**src/design/ir_range_linearize_classify_macros.svh**
```systemverilog
// Assertion macros shared by the range linearizer modules.
`ifndef IR_RANGE_LINEARIZE_CLASSIFY_MACROS_SVH
`define IR_RANGE_LINEARIZE_CLASSIFY_MACROS_SVH

// Checks that the consequent holds in the same cycle as the antecedent.
`define IR_RLC_ASSERT_NOW(label, clk, rst_n, ante, cons, msg) \
	label: assert property (@(posedge clk) disable iff (!rst_n) (ante) |-> (cons)) \
		else $error(msg);

// Checks that the consequent holds in the cycle after the antecedent.
`define IR_RLC_ASSERT_NEXT(label, clk, rst_n, ante, cons, msg) \
	label: assert property (@(posedge clk) disable iff (!rst_n) (ante) |=> (cons)) \
		else $error(msg);

`endif

```
**src/design/ir_rlc_pkg.sv**
```systemverilog
// Package with types, constants and segment tables of the range linearizer.
`default_nettype none

package ir_rlc_pkg;

	localparam int ADC_W   = 10;
	localparam int DIST_W  = 10;
	localparam int STAT_W  = 2;
	localparam int POS_W   = 2;
	localparam int IDX_W   = 2;
	localparam int NUM_W   = 35;
	localparam int DEN_W   = 29;
	localparam int NEG_W   = 25;
	localparam int QUO_W   = 27;
	localparam int LIM_W   = 18;
	localparam int PROD_W  = 19;
	localparam int CNT_W   = 5;
	localparam int SEG_COUNT = 6;

	typedef logic [2:0] seg_t;

	localparam longint unsigned FS_INTERNAL = 64'd1025;
	localparam longint unsigned FS_EXTERNAL = 64'd255;

	localparam longint unsigned SEG_K0 = 64'd17280238;
	localparam longint unsigned SEG_K1 = 64'd15709661;
	localparam longint unsigned SEG_K2 = 64'd17726112;
	localparam longint unsigned SEG_K3 = 64'd18600021;
	localparam longint unsigned SEG_K4 = 64'd16240725;
	localparam longint unsigned SEG_K5 = 64'd14904577;

	localparam longint unsigned SEG_C0 = 64'd6665;
	localparam longint unsigned SEG_C1 = 64'd9313;
	localparam longint unsigned SEG_C2 = 64'd5210;
	localparam longint unsigned SEG_C3 = 64'd3283;
	localparam longint unsigned SEG_C4 = 64'd10079;
	localparam longint unsigned SEG_C5 = 64'd16731;

	localparam longint unsigned SEG_L0 = 64'd54;
	localparam longint unsigned SEG_L1 = 64'd62;
	localparam longint unsigned SEG_L2 = 64'd68;
	localparam longint unsigned SEG_L3 = 64'd86;
	localparam longint unsigned SEG_L4 = 64'd139;

	localparam logic [QUO_W-1:0]  Q16_OFFSET = 27'd27525;
	localparam logic [DIST_W-1:0] DIST_MAX   = 10'd1023;

	localparam logic [STAT_W-1:0] STAT_NONE    = 2'd0;
	localparam logic [STAT_W-1:0] STAT_DANGER  = 2'd1;
	localparam logic [STAT_W-1:0] STAT_WARNING = 2'd2;
	localparam logic [STAT_W-1:0] STAT_OK      = 2'd3;

	localparam logic [IDX_W-1:0] REG_BOUND_OK      = 2'd0;
	localparam logic [IDX_W-1:0] REG_BOUND_WARNING = 2'd1;
	localparam logic [IDX_W-1:0] REG_BOUND_DANGER  = 2'd2;

	localparam logic [DIST_W-1:0] BOUND_OK_RESET      = 10'd30;
	localparam logic [DIST_W-1:0] BOUND_WARNING_RESET = 10'd20;
	localparam logic [DIST_W-1:0] BOUND_DANGER_RESET  = 10'd10;

	typedef enum logic [1:0] {
		S_IDLE,
		S_PREP,
		S_WAIT,
		S_OUT
	} ctrl_state_t;

	typedef enum logic [1:0] {
		D_IDLE,
		D_CHECK,
		D_ITER,
		D_DONE
	} div_state_t;

	typedef struct packed {
		logic idle;
		logic done;
		logic sat;
	} div_stat_t;

	// Segment threshold in hundredths of a volt times the full-scale count.
	function automatic logic [LIM_W-1:0] seg_limit_fs(input seg_t s, input logic ext);
		unique case ({ext, s})
			4'b0_000: return LIM_W'(SEG_L0 * FS_INTERNAL);
			4'b0_001: return LIM_W'(SEG_L1 * FS_INTERNAL);
			4'b0_010: return LIM_W'(SEG_L2 * FS_INTERNAL);
			4'b0_011: return LIM_W'(SEG_L3 * FS_INTERNAL);
			4'b0_100: return LIM_W'(SEG_L4 * FS_INTERNAL);
			4'b1_000: return LIM_W'(SEG_L0 * FS_EXTERNAL);
			4'b1_001: return LIM_W'(SEG_L1 * FS_EXTERNAL);
			4'b1_010: return LIM_W'(SEG_L2 * FS_EXTERNAL);
			4'b1_011: return LIM_W'(SEG_L3 * FS_EXTERNAL);
			4'b1_100: return LIM_W'(SEG_L4 * FS_EXTERNAL);
			default:  return '0;
		endcase
	endfunction

	// Numerator of the segment formula: gain times the full-scale count.
	function automatic logic [NUM_W-1:0] seg_num(input seg_t s, input logic ext);
		unique case ({ext, s})
			4'b0_000: return NUM_W'(SEG_K0 * FS_INTERNAL);
			4'b0_001: return NUM_W'(SEG_K1 * FS_INTERNAL);
			4'b0_010: return NUM_W'(SEG_K2 * FS_INTERNAL);
			4'b0_011: return NUM_W'(SEG_K3 * FS_INTERNAL);
			4'b0_100: return NUM_W'(SEG_K4 * FS_INTERNAL);
			4'b0_101: return NUM_W'(SEG_K5 * FS_INTERNAL);
			4'b1_000: return NUM_W'(SEG_K0 * FS_EXTERNAL);
			4'b1_001: return NUM_W'(SEG_K1 * FS_EXTERNAL);
			4'b1_010: return NUM_W'(SEG_K2 * FS_EXTERNAL);
			4'b1_011: return NUM_W'(SEG_K3 * FS_EXTERNAL);
			4'b1_100: return NUM_W'(SEG_K4 * FS_EXTERNAL);
			4'b1_101: return NUM_W'(SEG_K5 * FS_EXTERNAL);
			default:  return '0;
		endcase
	endfunction

	// Offset subtracted from the scaled sample: offset times the full-scale count.
	function automatic logic [NEG_W-1:0] seg_neg(input seg_t s, input logic ext);
		unique case ({ext, s})
			4'b0_000: return NEG_W'(SEG_C0 * FS_INTERNAL);
			4'b0_001: return NEG_W'(SEG_C1 * FS_INTERNAL);
			4'b0_010: return NEG_W'(SEG_C2 * FS_INTERNAL);
			4'b0_011: return NEG_W'(SEG_C3 * FS_INTERNAL);
			4'b0_100: return NEG_W'(SEG_C4 * FS_INTERNAL);
			4'b0_101: return NEG_W'(SEG_C5 * FS_INTERNAL);
			4'b1_000: return NEG_W'(SEG_C0 * FS_EXTERNAL);
			4'b1_001: return NEG_W'(SEG_C1 * FS_EXTERNAL);
			4'b1_010: return NEG_W'(SEG_C2 * FS_EXTERNAL);
			4'b1_011: return NEG_W'(SEG_C3 * FS_EXTERNAL);
			4'b1_100: return NEG_W'(SEG_C4 * FS_EXTERNAL);
			4'b1_101: return NEG_W'(SEG_C5 * FS_EXTERNAL);
			default:  return '0;
		endcase
	endfunction

endpackage

`default_nettype wire

```
**src/design/ir_rlc_prep.sv**
```systemverilog
// Segment selection and numerator and denominator preparation for the divider.
`default_nettype none

module ir_rlc_prep (
	input  wire logic                           clk,
	input  wire logic                           load,
	input  wire logic [ir_rlc_pkg::ADC_W-1:0]   adc_sample,
	input  wire logic                           ext,
	output logic      [ir_rlc_pkg::NUM_W-1:0]   num_q,
	output logic      [ir_rlc_pkg::DEN_W-1:0]   den_q,
	output logic                                den_bad_q
);

	logic [ir_rlc_pkg::PROD_W-1:0] volt_prod;
	ir_rlc_pkg::seg_t              seg;
	logic [ir_rlc_pkg::DEN_W-1:0]  pos_part;
	logic [ir_rlc_pkg::NEG_W-1:0]  neg_part;
	logic [ir_rlc_pkg::DEN_W:0]    den_diff;

	always_comb begin
		volt_prod = ir_rlc_pkg::PROD_W'(adc_sample) * ir_rlc_pkg::PROD_W'(500);
		seg = ir_rlc_pkg::seg_t'(ir_rlc_pkg::SEG_COUNT - 1);
		for (int i = ir_rlc_pkg::SEG_COUNT - 2; i >= 0; i--) begin
			if (volt_prod < ir_rlc_pkg::PROD_W'(ir_rlc_pkg::seg_limit_fs(
					ir_rlc_pkg::seg_t'(i), ext))) begin
				seg = ir_rlc_pkg::seg_t'(i);
			end
		end
		pos_part = {13'(adc_sample) * 13'd5, 16'd0};
		neg_part = ir_rlc_pkg::seg_neg(seg, ext);
		den_diff = {1'b0, pos_part} - (ir_rlc_pkg::DEN_W + 1)'(neg_part);
	end

	always_ff @(posedge clk) begin
		if (load) begin
			num_q     <= ir_rlc_pkg::seg_num(seg, ext);
			den_q     <= den_diff[ir_rlc_pkg::DEN_W-1:0];
			den_bad_q <= (pos_part <= ir_rlc_pkg::DEN_W'(neg_part));
		end
	end

endmodule

`default_nettype wire

```
**src/design/ir_rlc_div.sv**
```systemverilog
// Restoring divider that yields one quotient bit per cycle with overflow detection.
`default_nettype none
`include "ir_range_linearize_classify_macros.svh"

module ir_rlc_div (
	input  wire logic                           clk,
	input  wire logic                           arst_n,
	input  wire logic                           start,
	input  wire logic [ir_rlc_pkg::NUM_W-1:0]   num,
	input  wire logic [ir_rlc_pkg::DEN_W-1:0]   den,
	input  wire logic                           den_bad,
	output ir_rlc_pkg::div_stat_t               stat,
	output logic      [ir_rlc_pkg::QUO_W-1:0]   quotient
);

	localparam int SHIFT_W = ir_rlc_pkg::QUO_W - 16;

	ir_rlc_pkg::div_state_t state_q, state_d;

	logic [ir_rlc_pkg::DEN_W-1:0] rem_q;
	logic [ir_rlc_pkg::QUO_W-1:0] low_q;
	logic [ir_rlc_pkg::QUO_W-1:0] quo_q;
	logic [ir_rlc_pkg::CNT_W-1:0] cnt_q;
	logic                         sat_q;

	logic                         overflow;
	logic [ir_rlc_pkg::DEN_W:0]   trial;
	logic [ir_rlc_pkg::DEN_W+1:0] diff;
	logic                         fits;

	always_comb begin
		overflow = den_bad ||
			({5'd0, num} >= {den, (ir_rlc_pkg::QUO_W - 16)'(0)});
		trial = {rem_q, low_q[ir_rlc_pkg::QUO_W-1]};
		diff  = {1'b0, trial} - (ir_rlc_pkg::DEN_W + 2)'(den);
		fits  = !diff[ir_rlc_pkg::DEN_W+1];
	end

	always_comb begin
		state_d = state_q;
		unique case (state_q)
			ir_rlc_pkg::D_IDLE: begin
				if (start) begin
					state_d = ir_rlc_pkg::D_CHECK;
				end
			end
			ir_rlc_pkg::D_CHECK: begin
				state_d = overflow ? ir_rlc_pkg::D_DONE : ir_rlc_pkg::D_ITER;
			end
			ir_rlc_pkg::D_ITER: begin
				if (cnt_q == '0) begin
					state_d = ir_rlc_pkg::D_DONE;
				end
			end
			ir_rlc_pkg::D_DONE: begin
				state_d = ir_rlc_pkg::D_IDLE;
			end
			default: begin
				state_d = ir_rlc_pkg::D_IDLE;
			end
		endcase
	end

	always_comb begin
		stat.idle = (state_q == ir_rlc_pkg::D_IDLE);
		stat.done = (state_q == ir_rlc_pkg::D_DONE);
		stat.sat  = sat_q;
		quotient  = quo_q;
	end

	always_ff @(posedge clk or negedge arst_n) begin
		if (!arst_n) begin
			state_q <= ir_rlc_pkg::D_IDLE;
		end else begin
			state_q <= state_d;
		end
	end

	always_ff @(posedge clk) begin
		unique case (state_q)
			ir_rlc_pkg::D_CHECK: begin
				sat_q <= overflow;
				rem_q <= ir_rlc_pkg::DEN_W'(num[ir_rlc_pkg::NUM_W-1:SHIFT_W]);
				low_q <= {num[SHIFT_W-1:0], 16'd0};
				quo_q <= '0;
				cnt_q <= ir_rlc_pkg::CNT_W'(ir_rlc_pkg::QUO_W - 1);
			end
			ir_rlc_pkg::D_ITER: begin
				rem_q <= fits ? diff[ir_rlc_pkg::DEN_W-1:0] : trial[ir_rlc_pkg::DEN_W-1:0];
				low_q <= {low_q[ir_rlc_pkg::QUO_W-2:0], 1'b0};
				quo_q <= {quo_q[ir_rlc_pkg::QUO_W-2:0], fits};
				cnt_q <= cnt_q - 1'b1;
			end
			default: begin
			end
		endcase
	end

	`IR_RLC_ASSERT_NOW(a_start_when_idle, clk, arst_n, start,
		state_q == ir_rlc_pkg::D_IDLE, "Divider started while busy.")
	`IR_RLC_ASSERT_NOW(a_rem_below_den, clk, arst_n, state_q == ir_rlc_pkg::D_ITER,
		rem_q < den, "Partial remainder is not below the denominator.")
	`IR_RLC_ASSERT_NEXT(a_done_to_idle, clk, arst_n, state_q == ir_rlc_pkg::D_DONE,
		state_q == ir_rlc_pkg::D_IDLE, "Divider did not return to idle after finishing.")

endmodule

`default_nettype wire

```
**src/design/ir_range_linearize_classify.sv**
```systemverilog
// Top level of the IR range linearizer and proximity classifier.
`default_nettype none
`include "ir_range_linearize_classify_macros.svh"

// One sample at a time: in_ready is high only while the block is idle, and an
// accepted sample is prepared into registers and then divided by the restoring
// divider, which produces one of 27 quotient bits per cycle and skips its
// iterations when the denominator is not positive or the quotient is out of
// range; a result waiting in the output register does not hold off the next
// sample until that result is needed to be replaced.
module ir_range_linearize_classify #(
	parameter int POSITION_COUNT = 3
) (
	input  wire logic                             clk,
	input  wire logic                             arst_n,
	input  wire logic                             in_valid,
	output logic                                  in_ready,
	input  wire logic [ir_rlc_pkg::ADC_W-1:0]     adc_sample,
	input  wire logic                             converter_kind,
	input  wire logic [ir_rlc_pkg::POS_W-1:0]     sensor_position,
	output logic                                  out_valid,
	input  wire logic                             out_ready,
	output logic      [ir_rlc_pkg::DIST_W-1:0]    distance_cm,
	output logic      [ir_rlc_pkg::STAT_W-1:0]    proximity_status,
	output logic      [ir_rlc_pkg::POS_W-1:0]     echo_position,
	output logic                                  distance_changed,
	output logic                                  status_changed,
	input  wire logic                             cfg_valid,
	output logic                                  cfg_ready,
	input  wire logic [ir_rlc_pkg::IDX_W-1:0]     cfg_index,
	input  wire logic [ir_rlc_pkg::DIST_W-1:0]    cfg_data
);

	ir_rlc_pkg::ctrl_state_t state_q, state_d;

	logic [ir_rlc_pkg::ADC_W-1:0]  adc_q;
	logic                          ext_q;
	logic [ir_rlc_pkg::POS_W-1:0]  pos_q;
	logic [ir_rlc_pkg::DIST_W-1:0] dist_q;
	logic [ir_rlc_pkg::DIST_W-1:0] bound_ok_q, bound_warning_q, bound_danger_q;
	logic [ir_rlc_pkg::DIST_W-1:0] last_dist_q [POSITION_COUNT];
	logic [ir_rlc_pkg::STAT_W-1:0] last_stat_q [POSITION_COUNT];

	logic                          out_valid_q;
	logic [ir_rlc_pkg::DIST_W-1:0] out_dist_q;
	logic [ir_rlc_pkg::STAT_W-1:0] out_stat_q;
	logic [ir_rlc_pkg::POS_W-1:0]  out_pos_q;
	logic                          out_dchg_q, out_schg_q;

	logic                          in_accept, prep_load, div_start, out_free, out_load;
	logic [ir_rlc_pkg::NUM_W-1:0]  num;
	logic [ir_rlc_pkg::DEN_W-1:0]  den;
	logic                          den_bad;
	ir_rlc_pkg::div_stat_t         div_stat;
	logic [ir_rlc_pkg::QUO_W-1:0]  quotient;

	logic [ir_rlc_pkg::QUO_W-1:0]  q_off;
	logic [ir_rlc_pkg::DIST_W-1:0] fin_dist;
	logic [ir_rlc_pkg::STAT_W-1:0] stat;
	logic                          in_range;
	logic [ir_rlc_pkg::DIST_W-1:0] prev_dist;
	logic [ir_rlc_pkg::STAT_W-1:0] prev_stat;

	ir_rlc_prep u_prep (
		.clk        (clk),
		.load       (prep_load),
		.adc_sample (adc_q),
		.ext        (ext_q),
		.num_q      (num),
		.den_q      (den),
		.den_bad_q  (den_bad)
	);

	ir_rlc_div u_div (
		.clk      (clk),
		.arst_n   (arst_n),
		.start    (div_start),
		.num      (num),
		.den      (den),
		.den_bad  (den_bad),
		.stat     (div_stat),
		.quotient (quotient)
	);

	assign out_free  = !out_valid_q || out_ready;
	assign in_accept = in_valid && in_ready;
	assign cfg_ready = 1'b1;

	always_comb begin
		state_d = state_q;
		unique case (state_q)
			ir_rlc_pkg::S_IDLE: begin
				if (in_valid) begin
					state_d = ir_rlc_pkg::S_PREP;
				end
			end
			ir_rlc_pkg::S_PREP: begin
				state_d = ir_rlc_pkg::S_WAIT;
			end
			ir_rlc_pkg::S_WAIT: begin
				if (div_stat.done) begin
					state_d = ir_rlc_pkg::S_OUT;
				end
			end
			ir_rlc_pkg::S_OUT: begin
				if (out_free) begin
					state_d = ir_rlc_pkg::S_IDLE;
				end
			end
			default: begin
				state_d = ir_rlc_pkg::S_IDLE;
			end
		endcase
	end

	always_comb begin
		in_ready  = (state_q == ir_rlc_pkg::S_IDLE);
		prep_load = (state_q == ir_rlc_pkg::S_PREP);
		div_start = (state_q == ir_rlc_pkg::S_PREP);
		out_load  = (state_q == ir_rlc_pkg::S_OUT) && out_free;
	end

	// Removes the 0.42 offset from the Q16 quotient and saturates.
	always_comb begin
		q_off = quotient - ir_rlc_pkg::Q16_OFFSET;
		priority if (div_stat.sat) begin
			fin_dist = ir_rlc_pkg::DIST_MAX;
		end else if (quotient < ir_rlc_pkg::Q16_OFFSET) begin
			fin_dist = '0;
		end else if (q_off[ir_rlc_pkg::QUO_W-1:16] > 11'(ir_rlc_pkg::DIST_MAX)) begin
			fin_dist = ir_rlc_pkg::DIST_MAX;
		end else begin
			fin_dist = q_off[16 +: ir_rlc_pkg::DIST_W];
		end
	end

	always_comb begin
		priority if (dist_q >= bound_ok_q) begin
			stat = ir_rlc_pkg::STAT_OK;
		end else if (dist_q >= bound_warning_q) begin
			stat = ir_rlc_pkg::STAT_WARNING;
		end else if (dist_q >= bound_danger_q) begin
			stat = ir_rlc_pkg::STAT_DANGER;
		end else begin
			stat = ir_rlc_pkg::STAT_NONE;
		end
	end

	always_comb begin
		in_range  = int'(pos_q) < POSITION_COUNT;
		prev_dist = '0;
		prev_stat = ir_rlc_pkg::STAT_NONE;
		for (int i = 0; i < POSITION_COUNT; i++) begin
			if (int'(pos_q) == i) begin
				prev_dist = last_dist_q[i];
				prev_stat = last_stat_q[i];
			end
		end
	end

	always_ff @(posedge clk or negedge arst_n) begin
		if (!arst_n) begin
			state_q <= ir_rlc_pkg::S_IDLE;
		end else begin
			state_q <= state_d;
		end
	end

	always_ff @(posedge clk or negedge arst_n) begin
		if (!arst_n) begin
			bound_ok_q      <= ir_rlc_pkg::BOUND_OK_RESET;
			bound_warning_q <= ir_rlc_pkg::BOUND_WARNING_RESET;
			bound_danger_q  <= ir_rlc_pkg::BOUND_DANGER_RESET;
		end else if (cfg_valid && cfg_ready) begin
			unique case (cfg_index)
				ir_rlc_pkg::REG_BOUND_OK:      bound_ok_q      <= cfg_data;
				ir_rlc_pkg::REG_BOUND_WARNING: bound_warning_q <= cfg_data;
				ir_rlc_pkg::REG_BOUND_DANGER:  bound_danger_q  <= cfg_data;
				default: begin
				end
			endcase
		end
	end

	always_ff @(posedge clk) begin
		if (in_accept) begin
			adc_q <= adc_sample;
			ext_q <= converter_kind;
			pos_q <= sensor_position;
		end
		if (state_q == ir_rlc_pkg::S_WAIT && div_stat.done) begin
			dist_q <= fin_dist;
		end
		if (out_load) begin
			out_dist_q <= dist_q;
			out_stat_q <= stat;
			out_pos_q  <= pos_q;
			out_dchg_q <= in_range && (dist_q != prev_dist);
			out_schg_q <= in_range && (stat != prev_stat);
		end
	end

	always_ff @(posedge clk or negedge arst_n) begin
		if (!arst_n) begin
			out_valid_q <= 1'b0;
		end else if (out_load) begin
			out_valid_q <= 1'b1;
		end else if (out_ready) begin
			out_valid_q <= 1'b0;
		end
	end

	always_ff @(posedge clk or negedge arst_n) begin
		if (!arst_n) begin
			for (int i = 0; i < POSITION_COUNT; i++) begin
				last_dist_q[i] <= '0;
				last_stat_q[i] <= ir_rlc_pkg::STAT_NONE;
			end
		end else if (out_load && in_range) begin
			for (int i = 0; i < POSITION_COUNT; i++) begin
				if (int'(pos_q) == i) begin
					last_dist_q[i] <= dist_q;
					last_stat_q[i] <= stat;
				end
			end
		end
	end

	assign out_valid        = out_valid_q;
	assign distance_cm      = out_dist_q;
	assign proximity_status = out_stat_q;
	assign echo_position    = out_pos_q;
	assign distance_changed = out_dchg_q;
	assign status_changed   = out_schg_q;

	`IR_RLC_ASSERT_NOW(a_idle_divider, clk, arst_n, state_q == ir_rlc_pkg::S_IDLE,
		div_stat.idle, "Controller is idle while the divider is busy.")
	`IR_RLC_ASSERT_NOW(a_flags_out_of_range, clk, arst_n,
		out_valid_q && (int'(out_pos_q) >= POSITION_COUNT),
		!out_dchg_q && !out_schg_q, "Change flag set for a position without history.")
	`IR_RLC_ASSERT_NEXT(a_history_update, clk, arst_n, out_load && in_range,
		prev_dist == $past(dist_q), "History entry not updated with the delivered distance.")

endmodule

`default_nettype wire

```
**config.mk**
```make
export PLATFORM = sky130hd
export DESIGN_NAME = ir_range_linearize_classify
export DESIGN_NICKNAME = d
export VERILOG_FILES = /design/src/design/ir_rlc_pkg.sv /design/src/design/ir_rlc_prep.sv /design/src/design/ir_rlc_div.sv /design/src/design/ir_range_linearize_classify.sv
export VERILOG_INCLUDE_DIRS = /design/src /design/src/design
export SDC_FILE = /design/constraint.sdc
export NUM_CORES = 1
export LEC_CHECK = 0
export BUFFER_PORTS_ARGS = -buffer_cell sky130_fd_sc_hd__buf_2
export CAP_MARGIN = 15
export CELL_PAD_IN_SITES_DETAIL_PLACEMENT = 0
export CELL_PAD_IN_SITES_GLOBAL_PLACEMENT = 1
export CORE_ASPECT_RATIO = 0.7
export CORE_UTILIZATION = 45
export DETAILED_ROUTE_END_ITERATION = 16
export GPL_TIMING_DRIVEN = 1
export PLACE_DENSITY_LB_ADDON = 0.1
export SLEW_MARGIN = 20
export SYNTH_ARGS = -nofsm -noshare
export SYNTH_HDL_FRONTEND = slang
export SYNTH_HIERARCHICAL = 1
export SYNTH_SLANG_ARGS = --single-unit
```
**constraint.sdc**
```tcl
create_clock -name clk -period 11.3 [get_ports clk]
set_input_delay 0.565 -clock clk [delete_from_list [all_inputs] [get_ports clk]]
set_output_delay 0.565 -clock clk [all_outputs]
set_load 0.005 [all_outputs]
```
=== After elaboration in Yosys (flattened, before gate mapping) ===
Memories as Yosys holds them, arrays and structs flattened. A register that Yosys moved wholly into a read port is not among the register bits.
Cells that the tools add are included.
W data, S select, Z words.

* Flip-flop bits (word level): 229
* Bits in latches: 0
* Memory bits (writable): 0
* Bits in read-only memories: 960
* Output and inout bits: 19
* Logic and storage cells: 128
* Memories kept: 2

{| class="wikitable"
|+ Memory list
! name !! words !! width !! rd ports !! clocked after memory_dff !! write ports !! RTL line !! text
|-
| (name not given) || 16 || 35 || 1 || 1 || 0 || ir_rlc_pkg.sv:100 || <nowiki>unique case ({ext, s})</nowiki>
|-
| (name not given) || 16 || 25 || 1 || 0 || 0 || ir_rlc_pkg.sv:119 || <nowiki>unique case ({ext, s})</nowiki>
|}

* Add/sub/neg operators: 4
* $mul: 2
* Div/mod/pow operators: 0
* Order comparisons: 13
* Equality and inequality tests: 17
* Shifts and indexed selects: 0
* Multiplexer cells: 36
* Bitwise gates (word level): 1
* Reductions and logical operators: 25

{| class="wikitable"
|+ Operators by type and width
! kind !! count
|-
| $pmux W18 S2 || 5
|-
| $pmux W27 S2 || 2
|-
| $lt A19 B18 Y1 || 5
|-
| $pmux W29 S2 || 1
|-
| $mux W10 || 5
|-
| $ge A35 B40 Y1 || 1
|-
| $sub A30 B29 Y31 || 1
|-
| $ge A10 B10 Y1 || 3
|-
| $le A29 B25 Y1 || 1
|-
| $mux W29 || 1
|-
| $sub A29 B25 Y29 || 1
|-
| $lt A27 B15 Y1 const B || 1
|-
| $sub A27 B15 Y27 const B || 1
|-
| $mux W2 || 10
|-
| $mul A10 B7 Y17 const B || 1
|-
| $pmux W2 S4 || 2
|-
| $eq A2 B2 Y1 const B || 7
|-
| $reduce_and A2 Y1 || 7
|-
| $mul A10 B3 Y13 const B || 1
|-
| $mux W3 || 4
|-
| $gt A11 B10 Y1 const B || 1
|-
| $ne A10 B10 Y1 || 1
|-
| $pmux W5 S2 || 1
|-
| $logic_not A2 Y1 || 4
|-
| 14 further kinds || 31
|}

=== Depth between registers and ports, before layout ===
Gate-level depths: netlist of run 1.
An unclocked memory read counts as a cell.

* Depth in word-level cells: 10
* Gate-level depth with buffers: 39
* Mapped depth without buffers: 37

=== By module ===
The synthesis of run 1 kept the hierarchy.

{| class="wikitable"
|+ By module, submodules not included
! module !! times used !! cells an instance !! area each (um^2) !! seq. area each (um^2)
|-
| ir_rlc_prep || 1 || 650 || 6,490.0 || 1,921.8
|-
| ir_rlc_div || 1 || 565 || 5,581.6 || 2,242.2
|-
| ir_range_linearize_classify || 1 || 430 || 5,323.9 || 2,907.8
|}

=== Worst setup path after synthesis of run 1 ===
Ideal clock, no wire load.

* Path kind: register to register
* Start: register adc_q[0] (netlist name)
* End: register u_prep/den_q[28] (netlist name) (data pin)
* Data arrival time: 8,806 ps
* Required time: 11,038 ps
* Slack: 2,232 ps
* Cell stages (with the launch flop): 34
* Path buffers: 2
* Clock period less this slack: 9,068 ps
* Cell sequence: edfxtp_1 fa_1 fa_1 inv_1 fa_1 fa_1 inv_1 ha_1 o21ai_0 or4b_2 o211ai_1 ha_1 o31ai_1 o21ai_0 a211o_1 o21ai_1 clkbuf_1 nor2_1 inv_1 ha_1 clkbuf_1 inv_1 nor4_1 a31oi_1 ha_1 a21o_1 a21oi_1 o21bai_1 a21o_1 a21oi_1 o21ai_0 a2111o_1 a21oi_1 xnor2_1

* Longest elaborated chain between the ends: 9
* Elaborated cells between the ends (all ways): 14
* Classes of those cells: add/sub: 1; mul: 2; order compare: 5; mux: 5; memory: 1

{| class="wikitable"
|+ Ends and longest elaborated chain
! what !! RTL line !! text
|-
| start: declaration || ir_range_linearize_classify.sv:36 || <nowiki>logic [ir_rlc_pkg::ADC_W-1:0] adc_q;</nowiki>
|-
| start signal: assignment || ir_range_linearize_classify.sv:187 || <nowiki>adc_q <= adc_sample;</nowiki>
|-
| $mul A10 B7 Y17 || ir_rlc_prep.sv:21 || <nowiki>volt_prod = ir_rlc_pkg::PROD_W'(adc_sample) * ir_rlc_pkg::PROD_W'(500);</nowiki>
|-
| $lt A19 B18 Y1 || ir_rlc_prep.sv:24 || <nowiki>if (volt_prod < ir_rlc_pkg::PROD_W'(ir_rlc_pkg::seg_limit_fs(</nowiki>
|-
| $mux W1 || ir_rlc_prep.sv:24 ||
|-
| $mux W3 (4 in series) || ir_rlc_prep.sv:24 ||
|-
| $mem_v2 Z16 W25 || -- ||
|-
| $sub A29 B25 Y29 (*) || ir_rlc_prep.sv:31 || <nowiki>den_diff = {1'b0, pos_part} - (ir_rlc_pkg::DEN_W + 1)'(neg_part);</nowiki>
|-
| net u_prep.den_diff, one bit || ir_rlc_prep.sv:18 || <nowiki>logic [ir_rlc_pkg::DEN_W:0] den_diff;</nowiki>
|-
| end signal: assignment || ir_rlc_prep.sv:37 || <nowiki>den_q <= den_diff[ir_rlc_pkg::DEN_W-1:0];</nowiki>
|-
| end: declaration || ir_rlc_prep.sv:10 || <nowiki>output logic [ir_rlc_pkg::DEN_W-1:0] den_q,</nowiki>
|}

Mark *: on every way through the listed nets, which the timed path passes. The rest lies on a longest branch.
A chain may end at the register's enable or synchronous reset.

=== Final worst setup path of run 1 ===
* Start: register adc_q[3] (netlist name)
* End: register u_prep/den_q[28] (netlist name) (data pin)

The elaborated chain is that of the path after synthesis.

==> load_flow_metrics.sql, run 1 <==
INSERT INTO impl_metrics (metric_group, metric, value, unit) VALUES
('outcome', 'run_status', 'completed', ''),
('yosys', 'syn_area', '17400', 'um^2'),
('setup_path', 'critical-path-max-stage-delay', '0.53', 'ns'),
('yosys', 'async_flop_share', '0.287', ''),
('finish', 'layout-area-overhead-vs-synth', '8.93', '%'),
('detailed_routing', 'dr.first_iter.drc_count', '1063', ''),
('detailed_routing', 'via_count', '12420', ''),
('min_path', 'worstHoldStart', 'converter_kind', ''),
('die', 'coreArea', '37600', 'um^2'),
('setup_path', 'timing.critical_path.from_type', 'register', ''),
('clock_network', 'hold_buffer_count_at_cts', '0', ''),
('clock_network', 'ctsHtreeMaxLevel', '1', ''),
('setup_path', 'worst_setup_path_startpoint', 'adc_q[3]', ''),
('setup_path', 'critPathCaptureType', 'register', ''),
('clock_network', 'clock_sink_count', '247', ''),
('clock_network', 'cts_post_setup_buffers_inserted', '0', ''),
('min_path', 'hold_path.class', 'input port to register', ''),
('die', 'die_width', '237', 'um'),
('die', 'floorplan.io_pins', '49', ''),
('sta', 'finalClockSkew', '0.0183', 'ns'),
('clock_network', 'worst_setup_hold_path_clk_slew', '0.07', 'ns'),
('detailed_routing', 'postRouteWirelength', '41700', 'um'),
('placed_design', 'routabilityCongestion', '0.898', ''),
('sta', 'fin_tns_setup', '0', 'ns'),
('yosys', 'synth_sequential_area_ratio', '0.407', ''),
('die', 'fp.dieH', '167', 'um'),
('global_route', 'gr-total-overflow', '0', ''),
('detailed_routing', 'routed_via_density', '5.70', ''),
('die', 'initial_core_utilization', '0.462', ''),
('yosys', 'synth_ff_type', 'edfxtp_1', ''),
('sta', 'rsz0062_at_grt', 'no', ''),
('min_path', 'worst_hold_path.endpoint', 'ext_q', ''),
('yosys', 'postSynthRegisterBits', '247', ''),
('clock_network', 'cts_made_buffers', '27', ''),
('sta', 'timing_worst_slew_pin_value', '1.05', 'ns'),
('yosys', 'yosysUniqueCellTypes', '99', ''),
('detailed_routing', 'dr_wl_cell', '19.1', 'um'),
('global_route', 'grtUsageTotal', '0.212', ''),
('finish', 'fillers', '3410', ''),
('global_route', 'grt_pass1_wl', '66700', 'um'),
('placed_design', 'detailedPlacementHpwl', '30800', 'um'),
('sta', 'slew_headroom', '0.301', ''),
('placed_design', 'port_buffers', '47', ''),
('setup_path', 'timing_worst_setup_path_type', 'register to register', ''),
('sta', 'final_min_period_over_clock_period', '0.906', ''),
('yosys', 'avgSynthCellArea', '10.6', 'um^2'),
('finish', 'antennaDiodeCount', '0', ''),
('sta', 'timing.final.setup_violations', '0', ''),
('setup_path', 'worst_path_max_delay_cell', 'fa_1', ''),
('setup_path', 'cp_top_family', 'compound AO/OA/AOI/OAI gates', ''),
('detailed_routing', 'postRouteAntennaNets', '0', ''),
('sta', 'slew_violations', '0', ''),
('die', 'die_area', '39500', 'um^2'),
('detailed_routing', 'drc', '0', ''),
('yosys', 'syn-instance-count', '1645', ''),
('min_path', 'min_delay_path_depth', '1', ''),
('setup_path', 'worst-endpoint-required', '11.58', 'ns'),
('setup_path', 'worst_ep_arrival_time', '10.52', 'ns'),
('finish', 'final_net_count', '1920', ''),
('yosys', 'synth_fp_nets', '1893', ''),
('clock_network', 'cts_resized', '0', ''),
('flow_run', 'maxCapViolCount', '0', ''),
('sta', 'fin_crit', '10.24', 'ns'),
('sta', 'hold_viol', '0', ''),
('die', 'core.rowCount', '59', ''),
('global_route', 'grt_start_max_net_pins', '74', ''),
('yosys', 'synth-warning-count', '6', ''),
('setup_path', 'r2r_cells', '37', ''),
('sta', 'max_clock_freq', '0.0977', 'GHz'),
('finish', 'proportion_of_layout_cells_with_a_drive_suffix_above_1', '0.129', ''),
('clock_network', 'cts.root.buffer_cell', 'clkbuf_16', ''),
('setup_path', 'r2r_slack', '1.06', 'ns'),
('yosys', 'edff_count_synth', '176', ''),
('clock_network', 'clk_latency', '0.55', 'ns'),
('detailed_routing', 'drt-pass1-iter-count', '6', ''),
('setup_path', 'path_max_fanout', '24', ''),
('setup_path', 'timing.critical_path.buf_inv', '7', ''),
('global_route', 'number_of_global_route_vias_before_repair', '11874', ''),
('setup_path', 'worstReg2RegStart', 'adc_q[3]', ''),
('global_route', 'grt_antenna_before_repair', '0', ''),
('setup_path', 'worst_path_most_repeated_cell', 'inv_1', ''),
('clock_network', 'cts_tree', 'built', ''),
('clock_network', 'clk_path_buf_depth', '3', ''),
('setup_path', 'endpoint_of_the_lowest_slack_register_to_register_path', 'u_prep/den_q[28]', '');
final cells by class:
class                           instances  area (um^2)  area share
Clock buffer                           35          736      0.0388
Clock inverter                         14          130     0.00687
Inverter                              154          578      0.0305
Multi-Input combinational cell       1181         9480       0.500
Sequential cell                       247         7070       0.373
Tap cell                              488          611      0.0322
Timing Repair Buffer                   61          340      0.0180
synth_stat cells (6+ instances only):
cell type  number  area share
a211oi_1       19      0.0082
o21ai_0        56       0.016
nand4_1        13      0.0047
nand2b_1       17      0.0061
or2_2           6      0.0022
clkbuf_1       41      0.0088
dfstp_2         8       0.012
a22oi_1         9      0.0039
nand2_1        89       0.019
a211o_1        10      0.0050
a311oi_1        6      0.0030
and2_1         37       0.013
xnor2_1        45       0.023
ha_1          186        0.13
mux2i_1        36       0.021
nor2_1         97       0.021
o21a_1         24       0.010
nor3_1         29      0.0083
fa_1           32       0.037
o21ai_1         8      0.0023
xor2_1         19      0.0096
dfrtp_1        63       0.091
o31ai_1         8      0.0035
o22ai_1         6      0.0022
a31oi_1        18      0.0065
a21o_1         35       0.015
nand3b_1        8      0.0035
o211ai_1        9      0.0039
nand3_1        26      0.0075
buf_4           7      0.0030
nor2b_1        15      0.0054
buf_2          10      0.0029
edfxtp_1      176        0.30
a21oi_1       107       0.031
nor4_1         16      0.0058
mux2_2         67       0.043
inv_1         153       0.033
o21bai_1        6      0.0026
logic make-up (layout without fill, tap and decap cells):
logic type | count (synthesis) | in the layout | share of synthesized area
AOI/OAI and AO/OA | 405 | 405 | 0.159
and+or+nand+nor | 390 | 390 | 0.117
DFF | 247 | 247 | 0.407
adders and majority gates | 218 | 218 | 0.171
buffers and inverters | 217 | 264 | 0.0499
muxes | 103 | 103 | 0.0641
xor gates and xnor gates | 64 | 64 | 0.0322
other | 1 | 1 | 0.000216
worst max path at each step:
stage,slack (ns),cells after the start,endpoint
2_1_floorplan,2.23,33,u_prep/den_q[28]
3_3_place_gp,1.52,37,u_prep/den_q[28]
3_5_place_dp,1.23,37,u_prep/den_q[28]
4_1_cts,1.17,37,u_prep/den_q[28]
5_1_grt,0.29,37,u_prep/den_q[28]
6_report,1.06,37,u_prep/den_q[28]
metal layers:
metal / routed length, um / vias up / GRT usage
li1: - / 6098 / -
met1: 23800 / 5996 / 0.367
met2: 15000 / 290 / 0.264
met3: 2420 / 36 / 0.0411
met4: 485 / 0 / 0.0311
met5: 0 / - / 0
registers in the layout (all words and copies together), names as in the netlist, 10 cells and up:
signal and cells:
u_prep/num_q 34, last_dist_q 30, u_div/rem_q 29, u_prep/den_q 29, u_div/quotient 27, u_div/low_q 11
adc_q 10, bound_danger_q 10, bound_ok_q 10, bound_warning_q 10, dist_q 10, distance_cm 10
per-stage QoR:
stage | instances | setup slack, ns | util | instance area (um^2) | hold slack [ns]
4_1_cts | 2180 | 1.17 | 0.503 | 18900 | 0.160
2_1_floorplan | 1645 | 2.23 | - | 17400 | 0.269
5_1_grt | 2180 | 0.292 | 0.503 | 18900 | 0.161
3_3_place_gp | 2131 | 1.52 | 0.480 | 18100 | 0.462
3_5_place_dp | 2131 | 1.23 | 0.480 | 18100 | 0.475
6_report | 2180 | 1.06 | 0.503 | 18900 | 0.187
cells in the final DEF, fill, tap and decap left out, types with 6 or more instances in the layout:
cell         n
ha_1       183
edfxtp_1   176
inv_1      153
a21oi_1    107
nor2_1      97
nand2_1     89
mux2_2      67
dfrtp_1     63
o21ai_0     56
buf_2       47
xnor2_1     45
and2_1      37
mux2i_1     36
a21o_1      35
fa_1        32
nor3_1      29
clkbuf_16   27
nand3_1     26
o21a_1      24
a211oi_1    19
xor2_1      19
a31oi_1     18
nand2b_1    17
nor4_1      16
nor2b_1     15
buf_4       14
nand4_1     13
a211o_1     10
o211ai_1     9
a22oi_1      9
nand3b_1     8
dfstp_2      8
o31ai_1      8
o21ai_1      7
a311oi_1     6
o21bai_1     6
or2_2        6
o22ai_1      6
Power of run 1 is left out: the tool's default activity adds up to more than one toggle a clock period on the data nets, which glitch-free logic cannot reach.
==> run 2: changes to the inputs <==
Settings changed: PLACE_DENSITY set to 0.7, PLACE_DENSITY_LB_ADDON 0.1 to not set.
==> run 2 against run 1 <==
  * Flip-flop and latch count unchanged
  * Sequential share of layout area about the same
  * Setup slack improved by 0.029 ns
  * Final cell count about the same
  * Hold slack improved by 0.011 ns
  * Register-to-register slack improved by 0.03 ns
  * Global-route usage increased by 0.22 points
  * First-iteration DRC count increased by 1.5%
  * Critical path depth unchanged
  * Highest routed layer unchanged
  * Routed wire length increased by 0.56%
  * Critical endpoint unchanged
  * Clock skew decreased by 0.0059 ns
==> load_flow_metrics.sql, run 2 (synthesis results as in run 1) <==
INSERT INTO impl_metrics (metric_group, metric, value, unit) VALUES
('die', 'initial_core_utilization', '0.462', ''),
('flow_run', 'maxCapViolCount', '0', ''),
('die', 'core.rowCount', '59', ''),
('clock_network', 'ctsHtreeMaxLevel', '1', ''),
('finish', 'proportion_of_layout_cells_with_a_drive_suffix_above_1', '0.126', ''),
('sta', 'hold_ws', '0.199', 'ns'),
('finish', 'largest_register', 'u_prep/num_q', ''),
('placed_design', 'routabilityCongestion', '0.911', ''),
('sta', 'max_clock_freq', '0.0980', 'GHz'),
('finish', 'largest_register_ff_count', '34', ''),
('sta', 'hold_viol', '0', ''),
('min_path', 'worst_hold_path.endpoint', 'adc_q[9]', ''),
('sta', 'final_min_period_over_clock_period', '0.903', ''),
('setup_path', 'critPathCaptureType', 'register', ''),
('setup_path', 'timing_worst_setup_path_type', 'register to register', ''),
('global_route', 'number_of_global_route_vias_before_repair', '11913', ''),
('global_route', 'grtUsageTotal', '0.215', ''),
('detailed_routing', 'postRouteAntennaNets', '0', ''),
('sta', 'timing_worst_slew_pin_value', '1.14', 'ns'),
('finish', 'largest_registers', 'u_prep/num_q (34), last_dist_q (30)', ''),
('min_path', 'min_delay_path_depth', '1', ''),
('clock_network', 'cts_post_setup_buffers_inserted', '0', ''),
('setup_path', 'critical-path-max-stage-delay', '0.51', 'ns'),
('sta', 'slew_violations', '0', ''),
('global_route', 'grtUsageMet1', '0.369', ''),
('clock_network', 'cts_made_buffers', '27', ''),
('setup_path', 'endpoint_of_the_lowest_slack_register_to_register_path', 'u_prep/den_q[28]', ''),
('min_path', 'worstHoldStart', 'adc_sample[9]', ''),
('sta', 'fin_crit', '10.21', 'ns'),
('clock_network', 'clock_sink_count', '247', ''),
('global_route', 'grtUsageMet2', '0.274', ''),
('min_path', 'hold_path.class', 'input port to register', ''),
('clock_network', 'cts_tree', 'built', ''),
('setup_path', 'worstReg2RegStart', 'adc_q[5]', ''),
('die', 'die_area', '39500', 'um^2'),
('detailed_routing', 'drc', '0', ''),
('finish', 'final_net_count', '1918', ''),
('detailed_routing', 'dr_wl_cell', '19.2', 'um'),
('setup_path', 'worst_ep_arrival_time', '10.50', 'ns'),
('finish', 'antennaDiodeCount', '0', ''),
('setup_path', 'r2r_slack', '1.09', 'ns'),
('setup_path', 'r2r_cells', '37', ''),
('setup_path', 'worst_path_most_repeated_cell', 'inv_1', ''),
('die', 'floorplan.io_pins', '49', ''),
('finish', 'most-common-layout-cells', 'ha_1 (183), edfxtp_1 (176), inv_1 (153), a21oi_1 (107), nor2_1 (97)', ''),
('placed_design', 'port_buffers', '47', ''),
('global_route', 'grt_start_max_net_pins', '74', ''),
('sta', 'slew_headroom', '0.235', ''),
('die', 'fp.dieH', '167', 'um'),
('clock_network', 'clk_latency', '0.55', 'ns'),
('setup_path', 'timing.critical_path.from_type', 'register', ''),
('clock_network', 'cts.root.buffer_cell', 'clkbuf_16', ''),
('die', 'coreArea', '37600', 'um^2'),
('finish', 'layout-area-overhead-vs-synth', '9.06', '%'),
('finish', 'layout.cells.most_common', 'ha_1', ''),
('global_route', 'grt_pass1_wl', '67200', 'um'),
('setup_path', 'worst-endpoint-required', '11.59', 'ns'),
('global_route', 'gr-total-overflow', '0', ''),
('outcome', 'run_status', 'completed', ''),
('sta', 'rsz0062_at_grt', 'no', ''),
('clock_network', 'clk_path_buf_depth', '3', ''),
('setup_path', 'path_max_fanout', '24', ''),
('detailed_routing', 'drt-pass1-iter-count', '6', ''),
('detailed_routing', 'via_count', '12489', ''),
('global_route', 'grt_antenna_before_repair', '0', ''),
('clock_network', 'worst_setup_hold_path_clk_slew', '0.06', 'ns'),
('detailed_routing', 'postRouteWirelength', '41900', 'um'),
('detailed_routing', 'dr.first_iter.drc_count', '1079', ''),
('detailed_routing', 'routed_via_density', '5.73', ''),
('sta', 'finalClockSkew', '0.0125', 'ns'),
('sta', 'timing.final.setup_violations', '0', ''),
('global_route', 'global_route.peak_usage_layer', 'met1', ''),
('die', 'die_width', '237', 'um'),
('clock_network', 'hold_buffer_count_at_cts', '0', ''),
('setup_path', 'worst_path_max_delay_cell', 'fa_1', ''),
('clock_network', 'cts_resized', '0', ''),
('global_route', 'global_route.usage.met3', '0.0360', ''),
('sta', 'fin_tns_setup', '0', 'ns'),
('placed_design', 'detailedPlacementHpwl', '30900', 'um');
run 2: how the worst max path moves through the flow:
stage             start                to  slack, ns  depth (start not counted)
3_5_place_dp   adc_q[5]  u_prep/den_q[28]       1.26                         37
4_1_cts        adc_q[5]  u_prep/den_q[28]       1.23                         37
3_3_place_gp   adc_q[5]  u_prep/den_q[28]       1.57                         37
5_1_grt        adc_q[5]  u_prep/den_q[28]       0.30                         37
2_1_floorplan  adc_q[0]  u_prep/den_q[28]       2.23                         33
6_report       adc_q[5]  u_prep/den_q[28]       1.09                         37
run 2: per-layer routing:
| metal | part of all wire | routed length, um | vias up |
|---|---|---|---|
| met1 | 0.56 | 23500 | 6053 |
| met5 | 0 | 0 | - |
| li1 | - | - | 6082 |
| met3 | 0.061 | 2570 | 31 |
| met2 | 0.37 | 15400 | 323 |
| met4 | 0.0099 | 414 | 0 |
run 2: final cells by class:
| type | instances | area (um^2) |
|---|---|---|
| flip-flops and latches | 247 | 7070 |
| repair buffers | 59 | 325 |
| multi-input cells | 1181 | 9480 |
| inverters | 154 | 578 |
| well taps | 488 | 611 |
| clock inverters | 17 | 158 |
| clock buffers | 32 | 747 |
| fillers | 3445 | 18700 |
run 2: critical path, delay by kind of cell (launching register included):
family / cells / cell delay [ns]
xor gates and xnor gates: 2 / 0.36
AOI/OAI and AO/OA: 15 / 3.68
DFF: 1 / 0.47
adders and majority gates: 8 / 3.42
buffers and inverters: 7 / 0.86
and+or+nand+nor: 5 / 1.13
run 2: through the flow:
| step | instance area [um^2] | setup WS [ns] | cells | utilization |
|---|---|---|---|---|
| floorplan | 17400 | 2.23 | 1645 | - |
| global placement | 18100 | 1.57 | 2129 | 0.480 |
| detailed placement | 18100 | 1.26 | 2129 | 0.480 |
| CTS | 19000 | 1.23 | 2178 | 0.504 |
| global route | 19000 | 0.301 | 2178 | 0.504 |
| finish | 19000 | 1.09 | 2178 | 0.504 |
Power of run 2 is left out for the same reason.
==> run 3: changes to the inputs <==
Settings changed: CTS_CLUSTER_DIAMETER set to 100, PLACE_DENSITY 0.7 to not set, PLACE_DENSITY_LB_ADDON set to 0.25.
==> run 3 against run 2 <==
  * Global-route usage is 0.089 points higher
  * Hold slack worse by 0.029 ns
  * Critical path depth stayed put
  * Clock skew is 0.011 ns higher
  * Fmax is 0.23% higher
  * Register-to-register slack better by 0.02 ns
  * Die area stayed put
  * Routed wire length is 0.14% lower
  * Setup slack better by 0.023 ns
  * Via count is 0.78% higher
  * Final area is 0.15% lower
  * Flip-flop and latch count stayed put
  * Critical path type unchanged
==> load_flow_metrics.sql, run 3 (synthesis results as in run 1) <==
INSERT INTO impl_metrics (metric_group, metric, value, unit) VALUES
('setup_path', 'worst_path_max_delay_cell', 'fa_1', ''),
('clock_network', 'clk_path_buf_depth', '3', ''),
('detailed_routing', 'postRouteAntennaNets', '0', ''),
('detailed_routing', 'postRouteWirelength', '41800', 'um'),
('clock_network', 'cts_post_setup_buffers_inserted', '0', ''),
('die', 'core.rowCount', '59', ''),
('setup_path', 'worst-endpoint-required', '11.62', 'ns'),
('clock_network', 'clock_sink_count', '247', ''),
('detailed_routing', 'drc', '0', ''),
('die', 'fp.dieH', '167', 'um'),
('placed_design', 'preCtsSetupSlack', '1.29', 'ns'),
('sta', 'timing.final.setup_violations', '0', ''),
('placed_design', 'port_buffers', '47', ''),
('finish', 'most-common-layout-cells', 'ha_1 (183), edfxtp_1 (176), inv_1 (153), a21oi_1 (107), nor2_1 (97)', ''),
('global_route', 'grt_start_max_net_pins', '74', ''),
('setup_path', 'path_max_fanout', '24', ''),
('clock_network', 'hold_buffer_count_at_cts', '0', ''),
('setup_path', 'timing.critical_path.from_type', 'register', ''),
('sta', 'final_min_period_over_clock_period', '0.901', ''),
('placed_design', 'detailedPlacementHpwl', '30900', 'um'),
('outcome', 'run_status', 'completed', ''),
('detailed_routing', 'routed_via_density', '5.77', ''),
('sta', 'fin_crit', '10.18', 'ns'),
('global_route', 'grt_antenna_before_repair', '0', ''),
('clock_network', 'clk_latency', '0.57', 'ns'),
('clock_network', 'ctsHtreeMaxLevel', '1', ''),
('finish', 'layout.cells.most_common', 'ha_1', ''),
('placed_design', 'routabilityCongestion', '0.846', ''),
('clock_network', 'worst_setup_hold_path_clk_slew', '0.06', 'ns'),
('detailed_routing', 'drt-pass1-iter-count', '6', ''),
('clock_network', 'cts_resized', '0', ''),
('sta', 'fin_tns_setup', '0', 'ns'),
('setup_path', 'worst_ep_arrival_time', '10.50', 'ns'),
('clock_network', 'cts_tree', 'built', ''),
('setup_path', 'r2r_slack', '1.12', 'ns'),
('setup_path', 'cp_top_family', 'compound AO/OA/AOI/OAI gates', ''),
('sta', 'setup_slack', '1.12', 'ns'),
('finish', 'fillers', '3421', ''),
('setup_path', 'critPathCaptureType', 'register', ''),
('finish', 'stdcell_area', '18900', 'um^2'),
('setup_path', 'timing_worst_setup_path_type', 'register to register', ''),
('die', 'floorplan.io_pins', '49', ''),
('detailed_routing', 'dr.first_iter.drc_count', '1146', ''),
('sta', 'rsz0062_at_grt', 'no', ''),
('detailed_routing', 'via_count', '12587', ''),
('placed_design', 'dpl-instance-area', '18100', 'um^2'),
('setup_path', 'worst_path_most_repeated_cell', 'inv_1', ''),
('finish', 'largest_registers', 'u_prep/num_q (34), last_dist_q (30)', ''),
('sta', 'max_clock_freq', '0.0982', 'GHz'),
('sta', 'hold_viol', '0', ''),
('min_path', 'worstHoldStart', 'converter_kind', ''),
('sta', 'timing_worst_slew_pin_value', '1.09', 'ns'),
('die', 'coreArea', '37600', 'um^2'),
('finish', 'proportion_of_layout_cells_with_a_drive_suffix_above_1', '0.130', ''),
('die', 'initial_core_utilization', '0.462', ''),
('finish', 'final_net_count', '1918', ''),
('global_route', 'number_of_global_route_vias_before_repair', '12156', ''),
('sta', 'slew_headroom', '0.267', ''),
('die', 'die_width', '237', 'um'),
('finish', 'layout-area-overhead-vs-synth', '8.90', '%'),
('min_path', 'hold_path.class', 'input port to register', ''),
('global_route', 'grt_pass1_wl', '67700', 'um'),
('flow_run', 'maxCapViolCount', '0', ''),
('setup_path', 'timing.critical_path.buf_inv', '7', ''),
('sta', 'finalClockSkew', '0.0231', 'ns'),
('sta', 'hold_ws', '0.170', 'ns'),
('setup_path', 'critical-path-max-stage-delay', '0.54', 'ns'),
('finish', 'largest_register_ff_count', '34', ''),
('global_route', 'grtUsageTotal', '0.215', ''),
('die', 'die_area', '39500', 'um^2'),
('finish', 'largest_register', 'u_prep/num_q', ''),
('clock_network', 'cts_made_buffers', '27', ''),
('clock_network', 'cts.root.buffer_cell', 'clkbuf_16', ''),
('sta', 'slew_violations', '0', ''),
('global_route', 'gr-total-overflow', '0', ''),
('detailed_routing', 'dr_wl_cell', '19.2', 'um'),
('setup_path', 'worstReg2RegStart', 'adc_q[5]', ''),
('setup_path', 'worst_setup_path_startpoint', 'adc_q[5]', '');
==> run 3: final timing paths <==
| path | end | cells after the start |
|---|---|---|
| worst max-delay path | u_prep/den_q[28] | 37 |
| worst min-delay path | ext_q | 1 |
| worst max register to register | u_prep/den_q[28] | 37 |
| worst min register to register | last_dist_q[0] | 2 |
| max in group asynchronous | bound_ok_q[5] | 2 |
| min in group asynchronous | last_dist_q[13] | 2 |
==> run 3: per-layer routing <==
metal / routed length (um) / GRT usage / vias up
met2: 15200 / 0.268 / 333
met4: 708 / 0.0395 / 0
li1: - / - / 6099
met3: 2960 / 0.0431 / 49
met1: 22900 / 0.368 / 6106
met5: 0 / 0 / -
==> run 3: worst register-to-register path: cells and delay by family, from the launching register on <==
family	cells	cell delay, ns
XOR/XNOR	2	0.35
AO/OA/AOI/OAI	15	3.55
flip-flops	1	0.46
adder cells (fa/ha/maj)	8	3.51
buffers and inverters	7	0.89
AND/OR/NAND/NOR	5	1.15
==> run 3: area by class of cell <==
class / instances / area [um^2] / area share
inverters: 154 / 578 / 0.0305
clock buffers: 31 / 711 / 0.0375
clock inverters: 19 / 171 / 0.00905
flip-flops and latches: 247 / 7070 / 0.373
diodes: 1 / 2.50 / 0.000132
multi-input cells: 1181 / 9470 / 0.500
repair buffers: 59 / 325 / 0.0172
well taps: 488 / 611 / 0.0322
==> run 3: metrics by stage <==
step                 util  cells
floorplan               -   1645
global placement    0.480   2129
detailed placement  0.480   2129
CTS                 0.503   2179
global route        0.503   2179
finish              0.503   2180
Power of run 3 is left out for the same reason.
